==> config.mk <==
export PLATFORM = sky130hd
export DESIGN_NAME = block_partition_halo_map_flat
export DESIGN_NICKNAME = d
export VERILOG_FILES = /design/src/rtl/bphm_pkg.sv /design/src/rtl/bphm_req_if.sv /design/src/rtl/bphm_rsp_if.sv /design/src/rtl/block_partition_halo_map.sv /design/src/flat_wrapper.sv
export SDC_FILE = /design/constraint.sdc
export NUM_CORES = 1
export LEC_CHECK = 0
export ABC_AREA = 1
export BUFFER_PORTS_ARGS = -buffer_cell sky130_fd_sc_hd__buf_2
export CORE_ASPECT_RATIO = 2
export CORE_MARGIN = 2
export CORE_UTILIZATION = 45
export CTS_CLUSTER_DIAMETER = 50
export DETAILED_ROUTE_END_ITERATION = 10
export PLACE_DENSITY = 0.72
export SYNTH_ARGS = -nofsm -noshare
export SYNTH_HDL_FRONTEND = slang
export SYNTH_SLANG_ARGS = --single-unit
==> constraint.sdc <==
create_clock -name clock -period 6.4 [get_ports clock]
set_input_delay 0 -clock clock [delete_from_list [all_inputs] [get_ports clock]]
set_output_delay 0 -clock clock [all_outputs]
set_load 0.05 [all_outputs]
==> src/rtl/bphm_pkg.sv <==
// Shared widths, reset values and pipeline types for the block partition halo map.
package bphm_pkg;

   localparam int COORD_W    = 12;
   localparam int EXTENT_W   = 13;
   localparam int PARTS_W    = 9;
   localparam int PART_IDX_W = 8;
   localparam int OFFSET_W   = 14;
   localparam int PROD_W     = EXTENT_W + PARTS_W;

   // Owning block is always below 256, so eight quotient bits cover it.
   localparam int QUOT_W         = PART_IDX_W;
   localparam int BITS_PER_STAGE = 2;
   localparam int DIV_STAGES     = QUOT_W / BITS_PER_STAGE;
   localparam int DVS_W          = EXTENT_W + QUOT_W;

   localparam int MAX_EXTENT = 4096;
   localparam int MAX_PARTS  = 256;

   localparam logic [EXTENT_W-1:0] EXTENT_RST   = 13'd16;
   localparam logic [PARTS_W-1:0]  PARTS_RST    = 9'd4;
   localparam logic [EXTENT_W-1:0] LENGTH_RST   = 13'd4;
   localparam logic [EXTENT_W-1:0] WRAP_ADJ_RST = 13'd4;

   typedef struct packed {
      logic [COORD_W-1:0] coord;
      logic [COORD_W-1:0] rem;
      logic [QUOT_W-1:0]  quot;
   } div_word_type;

endpackage

==> src/rtl/bphm_req_if.sv <==
// Input channel carrying one lattice coordinate per word.
interface bphm_req_if import bphm_pkg::*; ();
   logic               valid;
   logic               ready;
   logic [COORD_W-1:0] coordinate;

   modport source (output valid, output coordinate, input ready);
   modport sink   (input valid, input coordinate, output ready);
endinterface

==> src/rtl/bphm_rsp_if.sv <==
// Result channel carrying one block mapping per word.
interface bphm_rsp_if import bphm_pkg::*; ();
   logic                       valid;
   logic                       ready;
   logic [PART_IDX_W-1:0]      part_index;
   logic signed [OFFSET_W-1:0] local_offset;
   logic                       is_halo;
   logic                       last;
   logic                       bad_request;

   modport source (output valid, output part_index, output local_offset, output is_halo,
                   output last, output bad_request, input ready);
   modport sink   (input valid, input part_index, input local_offset, input is_halo,
                   input last, input bad_request, output ready);
endinterface

==> src/rtl/block_partition_halo_map.sv <==
// Top level: maps a lattice coordinate to its owning block and halo neighbors.
// A coordinate crosses the quotient pipe and the serializer register before its first result word.
// One result word per cycle while rsp_chan.ready is high, one to three words per coordinate.
// The result-word serializer sets that rate; the quotient pipe takes one per cycle unless stalled.
// A write to a known register recomputes the block length, with req_chan.ready low meanwhile.
// Reset (synchronous, active high) loads extent 16, four blocks, open mode, empty pipe.
module block_partition_halo_map import bphm_pkg::*; (
   input  logic        clock,
   input  logic        reset,
   bphm_req_if.sink    req_chan,
   bphm_rsp_if.source  rsp_chan,
   input  logic        psel,
   input  logic        penable,
   input  logic        pwrite,
   input  logic [3:0]  paddr,
   input  logic [31:0] pwdata,
   output logic [31:0] prdata,
   output logic        pready
);

   // Register map, one 32-bit word each.
   localparam logic [1:0] REG_EXTENT   = 2'd0;
   localparam logic [1:0] REG_PARTS    = 2'd1;
   localparam logic [1:0] REG_PERIODIC = 2'd2;

   // Result slots inside one coordinate: lower neighbor, owner, upper neighbor.
   localparam logic [1:0] SEL_LO    = 2'd0;
   localparam logic [1:0] SEL_OWNER = 2'd1;
   localparam logic [1:0] SEL_HI    = 2'd2;

   typedef enum logic [2:0] {
      CFG_IDLE,
      CFG_LOAD,
      CFG_DIV,
      CFG_ROUND,
      CFG_PROD,
      CFG_CHECK
   } cfg_state_type;

   // ------------------------------------------------------------------
   // Configuration registers and block-length sequencer
   // ------------------------------------------------------------------
   cfg_state_type        cfg_state_ff;
   logic [EXTENT_W-1:0]  extent_ff;
   logic [PARTS_W-1:0]   part_count_ff;
   logic                 periodic_ff;
   logic [EXTENT_W-1:0]  part_length_ff;
   logic [EXTENT_W-1:0]  wrap_adj_ff;
   logic                 cfg_bad_ff;
   logic [EXTENT_W-1:0]  num_ff;
   logic [PARTS_W:0]     div_rem_ff;
   logic [EXTENT_W-1:0]  div_quo_ff;
   logic [3:0]           div_cnt_ff;
   logic [PROD_W-1:0]    prod_ff;

   logic                 csr_wr;
   logic                 csr_wr_known;
   logic [PARTS_W:0]     div_shift;
   logic                 div_ge;
   logic [PARTS_W-1:0]   parts_m1;

   assign pready       = 1'b1;
   assign csr_wr       = psel && penable && pwrite && pready;
   assign csr_wr_known = csr_wr && (paddr[3:2] == REG_EXTENT || paddr[3:2] == REG_PARTS ||
                                    paddr[3:2] == REG_PERIODIC);
   assign parts_m1     = part_count_ff - PARTS_W'(1);

   // One restoring step per cycle: shift in the next extent bit.
   assign div_shift = {div_rem_ff[PARTS_W-1:0], num_ff[EXTENT_W-1]};
   assign div_ge    = div_shift >= {1'b0, part_count_ff};

   always_comb begin
      unique case (paddr[3:2])
         REG_EXTENT:   prdata = 32'(extent_ff);
         REG_PARTS:    prdata = 32'(part_count_ff);
         REG_PERIODIC: prdata = 32'(periodic_ff);
         default:      prdata = 32'd0;
      endcase
   end

   always_ff @(posedge clock) begin
      if (reset) begin
         cfg_state_ff   <= CFG_IDLE;
         extent_ff      <= EXTENT_RST;
         part_count_ff  <= PARTS_RST;
         periodic_ff    <= 1'b0;
         part_length_ff <= LENGTH_RST;
         wrap_adj_ff    <= WRAP_ADJ_RST;
         cfg_bad_ff     <= 1'b0;
      end else begin
         if (csr_wr_known) begin
            unique case (paddr[3:2])
               REG_EXTENT:   extent_ff     <= pwdata[EXTENT_W-1:0];
               REG_PARTS:    part_count_ff <= pwdata[PARTS_W-1:0];
               REG_PERIODIC: periodic_ff   <= pwdata[0];
               default:      ;
            endcase
            // Any write to a known register restarts the length computation from scratch.
            cfg_state_ff <= CFG_LOAD;
         end else begin
            unique case (cfg_state_ff)
               CFG_IDLE: ;
               CFG_LOAD: begin
                  num_ff       <= extent_ff;
                  div_rem_ff   <= '0;
                  div_quo_ff   <= '0;
                  div_cnt_ff   <= '0;
                  cfg_state_ff <= CFG_DIV;
               end
               CFG_DIV: begin
                  num_ff     <= {num_ff[EXTENT_W-2:0], 1'b0};
                  div_rem_ff <= div_ge ? div_shift - {1'b0, part_count_ff} : div_shift;
                  div_quo_ff <= {div_quo_ff[EXTENT_W-2:0], div_ge};
                  div_cnt_ff <= div_cnt_ff + 4'd1;
                  if (div_cnt_ff == 4'(EXTENT_W - 1)) begin
                     cfg_state_ff <= CFG_ROUND;
                  end
               end
               CFG_ROUND: begin
                  // Round the quotient up; no blocks means zero length.
                  if (part_count_ff == '0) begin
                     part_length_ff <= '0;
                  end else begin
                     part_length_ff <= div_quo_ff + EXTENT_W'(div_rem_ff != '0);
                  end
                  cfg_state_ff <= CFG_PROD;
               end
               CFG_PROD: begin
                  prod_ff      <= PROD_W'(part_length_ff) * PROD_W'(parts_m1);
                  cfg_state_ff <= CFG_CHECK;
               end
               CFG_CHECK: begin
                  cfg_bad_ff <= (part_count_ff == '0) ||
                                (part_count_ff > PARTS_W'(MAX_PARTS)) ||
                                (extent_ff > EXTENT_W'(MAX_EXTENT)) ||
                                (extent_ff <= EXTENT_W'(part_count_ff)) ||
                                (prod_ff >= PROD_W'(extent_ff));
                  // Start of the wrapped lower neighbor sits the length of the short last
                  // block below zero: extent minus length*(parts-1).
                  wrap_adj_ff  <= extent_ff - prod_ff[EXTENT_W-1:0];
                  cfg_state_ff <= CFG_IDLE;
               end
               default: cfg_state_ff <= CFG_IDLE;
            endcase
         end
      end
   end

   // ------------------------------------------------------------------
   // Quotient pipe: coordinate / part_length, two quotient bits a stage
   // ------------------------------------------------------------------
   div_word_type st_ff [DIV_STAGES+1];
   div_word_type st_in [DIV_STAGES+1];
   logic         v_ff  [DIV_STAGES+1];
   logic         v_in  [DIV_STAGES+1];
   logic         rdy   [DIV_STAGES+2];

   assign st_in[0]       = '{coord: req_chan.coordinate, rem: req_chan.coordinate, quot: '0};
   assign req_chan.ready = rdy[0] && (cfg_state_ff == CFG_IDLE);
   assign v_in[0]        = req_chan.valid && (cfg_state_ff == CFG_IDLE);

   for (genvar k = 1; k <= DIV_STAGES; k++) begin : g_vin
      assign v_in[k] = v_ff[k-1];
   end

   for (genvar k = 0; k < DIV_STAGES; k++) begin : g_div
      always_comb begin
         div_word_type w;
         logic [DVS_W-1:0] dvs;
         w = st_ff[k];
         for (int j = 0; j < BITS_PER_STAGE; j++) begin
            dvs = DVS_W'(part_length_ff) << (QUOT_W - 1 - k * BITS_PER_STAGE - j);
            if (DVS_W'(w.rem) >= dvs) begin
               w.rem = w.rem - dvs[COORD_W-1:0];
               w.quot[QUOT_W-1-k*BITS_PER_STAGE-j] = 1'b1;
            end
         end
         st_in[k+1] = w;
      end
   end

   // A stage takes a new word when it is empty or its word moves on.
   for (genvar k = 0; k <= DIV_STAGES; k++) begin : g_rdy
      assign rdy[k] = !v_ff[k] || rdy[k+1];
   end

   for (genvar k = 0; k <= DIV_STAGES; k++) begin : g_stage
      always_ff @(posedge clock) begin
         if (reset) begin
            v_ff[k] <= 1'b0;
         end else if (rdy[k]) begin
            v_ff[k] <= v_in[k];
         end
      end

      always_ff @(posedge clock) begin
         if (rdy[k]) begin
            st_ff[k] <= st_in[k];
         end
      end
   end

   // ------------------------------------------------------------------
   // Candidate blocks for the finished quotient
   // ------------------------------------------------------------------
   div_word_type          fin;
   logic                  own_first;
   logic                  own_last;
   logic                  item_bad;
   logic [PART_IDX_W-1:0] part_in [3];
   logic [OFFSET_W-1:0]   off_in  [3];
   logic [2:0]            mask_in;
   logic [OFFSET_W-1:0]   x14;
   logic [OFFSET_W-1:0]   r14;
   logic [OFFSET_W-1:0]   q14;

   assign fin       = st_ff[DIV_STAGES];
   assign own_first = fin.quot == '0;
   assign own_last  = {1'b0, fin.quot} == parts_m1;
   assign item_bad  = cfg_bad_ff || ({1'b0, fin.coord} >= extent_ff);
   assign x14       = OFFSET_W'(fin.coord);
   assign r14       = OFFSET_W'(fin.rem);
   assign q14       = OFFSET_W'(part_length_ff);

   always_comb begin
      part_in[SEL_LO]    = own_first ? parts_m1[PART_IDX_W-1:0] : fin.quot - PART_IDX_W'(1);
      part_in[SEL_OWNER] = fin.quot;
      part_in[SEL_HI]    = own_last ? '0 : fin.quot + PART_IDX_W'(1);
      // Wrapped neighbors measure from a start shifted by one extent.
      off_in[SEL_LO]     = own_first ? x14 + OFFSET_W'(wrap_adj_ff) : r14 + q14;
      off_in[SEL_OWNER]  = r14;
      off_in[SEL_HI]     = own_last ? x14 - OFFSET_W'(extent_ff) : r14 - q14;
      // Open mode drops neighbors past either end of the axis.
      mask_in = {periodic_ff || !own_last, 1'b1, periodic_ff || !own_first};
      if (item_bad) begin
         part_in[SEL_OWNER] = '0;
         off_in[SEL_OWNER]  = '0;
         mask_in            = 3'b010;
      end
   end

   // ------------------------------------------------------------------
   // Result serializer: one word per handshake, lowest pending slot first
   // ------------------------------------------------------------------
   logic                  rs_valid_ff;
   logic [PART_IDX_W-1:0] rs_part_ff [3];
   logic [OFFSET_W-1:0]   rs_off_ff  [3];
   logic [2:0]            rs_mask_ff;
   logic                  rs_bad_ff;
   logic [1:0]            sel;
   logic                  cur_last;
   logic                  rsp_take;

   always_comb begin
      if (rs_mask_ff[SEL_LO]) begin
         sel = SEL_LO;
      end else if (rs_mask_ff[SEL_OWNER]) begin
         sel = SEL_OWNER;
      end else begin
         sel = SEL_HI;
      end
      case (sel)
         SEL_LO:    cur_last = !rs_mask_ff[SEL_OWNER] && !rs_mask_ff[SEL_HI];
         SEL_OWNER: cur_last = !rs_mask_ff[SEL_HI];
         default:   cur_last = 1'b1;
      endcase
   end

   assign rsp_take          = rs_valid_ff && rsp_chan.ready;
   assign rdy[DIV_STAGES+1] = !rs_valid_ff || (rsp_chan.ready && cur_last);

   assign rsp_chan.valid        = rs_valid_ff;
   assign rsp_chan.part_index   = rs_part_ff[sel];
   assign rsp_chan.local_offset = $signed(rs_off_ff[sel]);
   assign rsp_chan.is_halo      = sel != SEL_OWNER;
   assign rsp_chan.last         = cur_last;
   assign rsp_chan.bad_request  = rs_bad_ff;

   always_ff @(posedge clock) begin
      if (reset) begin
         rs_valid_ff <= 1'b0;
      end else if (rdy[DIV_STAGES+1]) begin
         rs_valid_ff <= v_ff[DIV_STAGES];
      end
   end

   always_ff @(posedge clock) begin
      if (rdy[DIV_STAGES+1]) begin
         rs_part_ff <= part_in;
         rs_off_ff  <= off_in;
         rs_mask_ff <= mask_in;
         rs_bad_ff  <= item_bad;
      end else if (rsp_take) begin
         // Drop the slot just delivered; the next pending one follows.
         rs_mask_ff[sel] <= 1'b0;
      end
   end

`ifndef SYNTH
   a_mask_nonempty: assert property (@(posedge clock) disable iff (reset)
      rs_valid_ff |-> (rs_mask_ff != 3'b000))
      else $error("serializer holds a word with no pending slot");

   a_bad_single: assert property (@(posedge clock) disable iff (reset)
      (rsp_chan.valid && rsp_chan.bad_request) |-> (rsp_chan.last && !rsp_chan.is_halo))
      else $error("error result is not a single owner word");

   a_more_words: assert property (@(posedge clock) disable iff (reset)
      (rsp_chan.valid && rsp_chan.ready && !rsp_chan.last) |=> rsp_chan.valid)
      else $error("coordinate ended before its last word");

   a_cfg_blocks_input: assert property (@(posedge clock) disable iff (reset)
      csr_wr_known |=> !req_chan.ready)
      else $error("input taken while block length is recomputed");
`endif

endmodule

==> src/flat_wrapper.sv <==
// flat-port wrapper written by rule: the top's interface ports become plain ports
module block_partition_halo_map_flat import bphm_pkg::*;
  (clock, reset, psel, penable, pwrite, paddr, pwdata, prdata, pready, req_chan_valid, req_chan_coordinate, req_chan_ready, rsp_chan_valid, rsp_chan_part_index, rsp_chan_local_offset, rsp_chan_is_halo, rsp_chan_last, rsp_chan_bad_request, rsp_chan_ready);
  bphm_req_if req_chan_i ();
  bphm_rsp_if rsp_chan_i ();
  input  logic clock;
  input  logic reset;
  input  logic psel;
  input  logic penable;
  input  logic pwrite;
  input  logic [3:0] paddr;
  input  logic [31:0] pwdata;
  output logic [31:0] prdata;
  output logic pready;
  input wire logic [$bits(req_chan_i.valid)-1:0] req_chan_valid;
  input wire logic [$bits(req_chan_i.coordinate)-1:0] req_chan_coordinate;
  output wire logic [$bits(req_chan_i.ready)-1:0] req_chan_ready;
  output wire logic [$bits(rsp_chan_i.valid)-1:0] rsp_chan_valid;
  output wire logic [$bits(rsp_chan_i.part_index)-1:0] rsp_chan_part_index;
  output wire logic [$bits(rsp_chan_i.local_offset)-1:0] rsp_chan_local_offset;
  output wire logic [$bits(rsp_chan_i.is_halo)-1:0] rsp_chan_is_halo;
  output wire logic [$bits(rsp_chan_i.last)-1:0] rsp_chan_last;
  output wire logic [$bits(rsp_chan_i.bad_request)-1:0] rsp_chan_bad_request;
  input wire logic [$bits(rsp_chan_i.ready)-1:0] rsp_chan_ready;
  assign req_chan_i.valid = req_chan_valid;
  assign req_chan_i.coordinate = req_chan_coordinate;
  assign req_chan_ready = req_chan_i.ready;
  assign rsp_chan_valid = rsp_chan_i.valid;
  assign rsp_chan_part_index = rsp_chan_i.part_index;
  assign rsp_chan_local_offset = rsp_chan_i.local_offset;
  assign rsp_chan_is_halo = rsp_chan_i.is_halo;
  assign rsp_chan_last = rsp_chan_i.last;
  assign rsp_chan_bad_request = rsp_chan_i.bad_request;
  assign rsp_chan_i.ready = rsp_chan_ready;
  block_partition_halo_map u_core (.clock(clock), .reset(reset), .req_chan(req_chan_i), .rsp_chan(rsp_chan_i), .psel(psel), .penable(penable), .pwrite(pwrite), .paddr(paddr), .pwdata(pwdata), .prdata(prdata), .pready(pready));
endmodule
== Yosys cells after proc, flatten, opt, wreduce, memory -nomap -nowiden ==
Memory sizes are Yosys's and may differ from the RTL's.
Cells that the tools add are included.

* Add/subtract/negate cells: 19
* Multiply operators: 1
* $lt $le $gt $ge: 17
* Equality and inequality tests: 14
* Muxes and demuxes: 69
* Bitwise operators: 11
* Reduce and logical (&&, ||, !) cells: 52

{| class="wikitable"
|+ Operator list
! operator !! number
|-
| subtractor 12 bit || 8
|-
| 2-to-1 mux 12 bit || 7
|-
| 2-to-1 mux 14 bit || 4
|-
| case mux 13 bit (2 select lines) || 2
|-
| case mux 13 bit (3 select lines) || 1
|-
| 2-to-1 mux 1 bit || 36
|-
| adder 12 x 13 -> 14 bit || 2
|-
| binary-select mux 14 bit (select 2 bit) || 1
|-
| subtractor 12 x 13 -> 14 bit || 2
|-
| greater-or-equal comparator 12 x 13 -> 1 bit || 2
|-
| 2-to-1 mux 13 bit || 2
|-
| 2-to-1 mux 8 bit || 3
|-
| greater-or-equal comparator 22 x 13 -> 1 bit || 1
|-
| multiplier 13 x 9 -> 22 bit || 1
|-
| greater-or-equal comparator 12 x 20 -> 1 bit || 1
|-
| case mux 10 bit (2 select lines) || 1
|-
| greater-or-equal comparator 12 x 19 -> 1 bit || 1
|-
| greater-or-equal comparator 12 x 18 -> 1 bit || 1
|-
| greater-or-equal comparator 12 x 17 -> 1 bit || 1
|-
| binary-select mux 8 bit (select 2 bit) || 1
|-
| greater-or-equal comparator 12 x 16 -> 1 bit || 1
|-
| greater-or-equal comparator 12 x 15 -> 1 bit || 1
|-
| logical OR 1 bit || 15
|-
| case mux 3 bit (5 select lines) || 1
|-
| 46 further kinds || 87
|}

* Flip-flop bits (word level): 186
* Bits in writable memories: 165
* Input port bits: 55
* Output and inout port bits: 60
* Logic and storage cells: 208
* Memories: 2

{| class="wikitable"
|+ Memories
! name !! depth !! bits a word !! rd ports !! clocked after Yosys merged registers in !! wr ports !! RTL line !! RTL
|-
| u_core.st_ff || 5 || 32 || 5 || 0 || 5 || block_partition_halo_map.sv:152 || <nowiki>div_word_type st_ff [DIV_STAGES+1];</nowiki>
|-
| u_core.v_ff || 5 || 1 || 5 || 0 || 5 || block_partition_halo_map.sv:154 || <nowiki>logic v_ff [DIV_STAGES+1];</nowiki>
|}

== Longest topological paths before layout ==
* Word-level depth: 15
* Mapped depth: 26
* Mapped depth without buffers: 23

== Worst setup path before layout ==
No wires, ideal clock.

* Path type: register to register
* From: register u_core.part_count_ff[0]
* To: register u_core.prod_ff[16] (data pin)
* Setup time: 0.252 ns
* Arrival: 5.250 ns
* Data required time: 6.148 ns
* Setup slack: 0.897 ns
* Stages on the path, launching flop included: 25
* Path buffers: 3
* Clock period less this slack: 5.503 ns
* Path through: dfxtp_1 -> inv_2 -> clkbuf_1 -> ha_1 -> buf_2 -> nand2_1 -> nor2_1 -> xor2_1 -> inv_1 -> clkbuf_1 -> nor2_1 -> fa_1 -> fa_1 -> fa_1 -> inv_1 -> fa_1 -> inv_1 -> ha_1 -> a21o_1 -> a21oi_1 -> o21ai_0 -> a21oi_1 -> inv_1 -> nand2_1 -> nand2_1

* Cells in the longest elaborated chain, start to end: 2

{| class="wikitable"
|+ RTL lines
! element !! RTL line !! RTL
|-
| start, declared || block_partition_halo_map.sv:45 || <nowiki>logic [PARTS_W-1:0] part_count_ff;</nowiki>
|-
| start signal, assigned || block_partition_halo_map.sv:94 || <nowiki>REG_PARTS: part_count_ff <= pwdata[PARTS_W-1:0];</nowiki>
|-
| subtractor 9 x 1 -> 9 bit || block_partition_halo_map.sv:66 || <nowiki>assign parts_m1 = part_count_ff - PARTS_W'(1);</nowiki>
|-
| multiplier 13 x 9 -> 22 bit || block_partition_halo_map.sv:129 || <nowiki>prod_ff <= PROD_W'(part_length_ff) * PROD_W'(parts_m1);</nowiki>
|-
| end signal, assigned || block_partition_halo_map.sv:129 ||
|-
| end, declared || block_partition_halo_map.sv:54 || <nowiki>logic [PROD_W-1:0] prod_ff;</nowiki>
|}

Every way passes these cells.
A chain may end at the register's enable or synchronous reset.

== Worst setup path in the final report ==
Ends and elaborated chain as after synthesis.

==> results.json <==
{
  "status": "completed",
  "leakage_uw": 0.0125,
  "peakVddDrop_mv": 0.251,
  "slew_headroom_pct": 20.4,
  "maxCapViolations": 0,
  "rsz0062_at_grt": "no",
  "slew_viol_final": 0,
  "cts_buffers": 30,
  "cpPeakStageDelay_ns": 0.56,
  "start_kind": "register",
  "dieArea_sq_mm": 0.0556,
  "final_cell_mix": "nand2_1 (646), inv_1 (422), nor2_1 (334)",
  "finalSetupViolCount": 0,
  "initial_core_util_pct": 45.3,
  "drive_above_1_share_pct": 6.16,
  "via_per_inst": 5.55,
  "synth_area_leaders": "edfxtp_1 (31%), ha_1 (11%), nand2_1 (10%)",
  "antenna_found_initial": 0,
  "synth_seq_area_share_pct": 35.7,
  "ant_nets": 0,
  "fmax_mhz": 165,
  "cts-root-buf": "clkbuf_16",
  "rows": 120,
  "cts_sinks": 305,
  "cp_slowest_cell": "fa_1",
  "path_cells": "inv_2 > ha_1 > nand2_1 > nor2_1 > xor2_1 > inv_1 > nor2_1 > fa_1 > fa_1 > fa_1 > inv_1 > fa_1 > inv_1 > ha_1 > a21o_1 > a21oi_1 > o21ai_0 > a21oi_1 > inv_1 > nand2_1 > nand2_1",
  "syn_area_per_cell_sq_um": 7.99,
  "fin_skew_ns": 0.0195,
  "synth_enable_flop_cells": 251,
  "wl_um": 76300,
  "path_class": "register to register",
  "power_uw": 9800,
  "synth_flop_cell": "edfxtp_1",
  "crit_required_ns": 6.76,
  "yosysUniqueCellTypes": 47,
  "synth-seq-cells": 305,
  "clkLatencyLatePin_ns": 0.61,
  "cts_tree": "done",
  "clk_path_buf_depth": 3,
  "die_h_um": 331,
  "yosysWarnings": 0,
  "core_area_sq_mm": 0.0533,
  "grt_max_degree": 67,
  "layout.nets": 3485,
  "end_kind": "register",
  "fin_crit_ns": 6.05,
  "arrival_ns": 6.41,
  "htree_levels": 1,
  "drt_iter0_markers": 1432,
  "die_w_um": 168,
  "finalCritPeriodShare_pct": 94.5,
  "dp_hpwl_um": 61000,
  "grt_usage_pct": 27.3,
  "grt_overflow_total": 0,
  "final_common_cell": "nand2_1",
  "vias": 21200,
  "wl_per_cell_um": 20.0,
  "drtPass1Iterations": 8,
  "tightestPinTransition_ns": 1.19,
  "post_cts_buffers": 0,
  "fillers": 5122,
  "tns_ns": 0,
  "area_delta_synth_final_pct": 10.5,
  "yosysTopAreaCell": "edfxtp_1",
  "power_density_mw_per_mm2": 367,
  "cp_max_fo": 18,
  "hold_violations": 0,
  "pin_count": 115,
  "min_path_type": "input pin to register",
  "grt_pass1_vias": 21300,
  "diodes": 0,
  "regArea_sq_mm": 0.00862,
  "clkSlewWorstSetupHoldPaths_ns": 0.07,
  "place_congestion": 0.999,
  "place.port_buffers": 73,
  "drc_errors": 0,
  "synthArstFlopShare_pct": 0,
  "multi_input_area_sq_mm": 0.0135,
  "grt_pass1_wl_um": 116000,
  "synthCells": 3018,
  "syn_area_sq_mm": 0.0241,
  "synth_top_area_share_pct": 31.2
}
path summary, 6_finish.rpt:
check	slack (ns)	to	from	cells past startpoint
hold reg to reg	0.42	u_core.st_ff[0][131]	u_core.st_ff[0][99]	0
setup reg to reg	0.35	u_core.prod_ff[16]	u_core.part_count_ff[0]	21
hold / removal	0.04	u_core.cfg_state_ff[0]	paddr[2]	4
setup / recovery	0.35	u_core.prod_ff[16]	u_core.part_count_ff[0]	21
repair_timing:
action,in CTS,in global routing
setup endpoints to repair,0,0
hold buffers,33,0
endpoints found under the hold margin,60,0
resized for setup,0,0
registers in the layout (all words and copies together), names as in the netlist:
name / count
u_core.prod_ff: 22
u_core.wrap_adj_ff: 13
u_core.div_rem_ff: 10
u_core.rsp_chan.bad_request: 1
u_core.rsp_chan.valid: 1
u_core.rs_off_ff: 40
u_core.div_cnt_ff: 4
u_core.num_ff: 13
u_core.cfg_bad_ff: 1
u_core.periodic_ff: 1
u_core.rs_part_ff: 24
u_core.div_quo_ff: 13
u_core.part_length_ff: 13
u_core.v_ff: 5
u_core.part_count_ff: 9
u_core.rs_mask_ff: 3
u_core.cfg_state_ff: 3
u_core.st_ff: 116
u_core.extent_ff: 13
cells by family (layout without fill, tap and decap cells):
group                    count (synthesis)  in the layout  share of synthesized area, %
AND/OR/NAND/NOR                       1336           1336                          23.3
buffers and inverters                  520            635                          8.52
AO/OA/AOI/OAI                          441            441                          9.83
flip-flops                             305            305                          35.7
adder cells (fa/ha/maj)                302            302                          18.5
XOR/XNOR                               111            111                          4.03
other                                    2             20                        0.0311
multiplexers                             1              1                        0.0415
per-stage QoR:
step	instances	utilization (%)	hold WS, ns	worst slack, ns	area, sq um
after floorplan	3036	-	0.0989	0.897	24200
final	3822	50.0	0.0373	0.351	26700
after global routing	3822	50.0	0.0599	0.0301	26700
after CTS	3822	50.0	0.0319	0.434	26700
after global placement	3734	47.4	0.179	0.490	25300
after detailed placement	3734	47.4	0.178	0.459	25300
metal layers:
metal,GRT usage [%],wire length (um),vias to the layer above
li1,-,-,10100
met4,26.0,8490,0
met2,51.3,40100,812
met3,3.88,3970,377
met5,0,0,-
met1,24.5,23800,9891
worst max-delay path, delay by kind of cell, from the launching register on:
kind | cells | cell delay (ns)
compound gates | 4 | 0.94
xor+xnor | 1 | 0.44
fa+ha+maj | 6 | 2.79
buf+inv | 5 | 0.78
flops | 1 | 0.32
simple gates | 5 | 0.56
area by class of cell:
cell class | instances | share of cell area [%]
clock buffers | 38 | 3.40
inverters | 438 | 6.17
multi-input cells | 2211 | 50.8
well taps | 671 | 3.15
clock inverters | 17 | 0.573
flip-flops and latches | 305 | 32.3
repair buffers | 142 | 3.62
cells in the mapped netlist, drive strengths merged, types with 54 or more instances:
library cell,count
o21ai,173
xor2,70
inv,435
nor2,341
nand3,201
ha,210
dfxtp,54
nand2,647
nand4,62
edfxtp,251
fa,92
a21oi,198
report_power, final:
group	switching, uW	internal [uW]	leakage [uW]
registers	251	2750	0.00303
clock network	823	1050	0.000509
logic	3170	1740	0.00896
No activity file was read; power rests on OpenSTA's default activity.
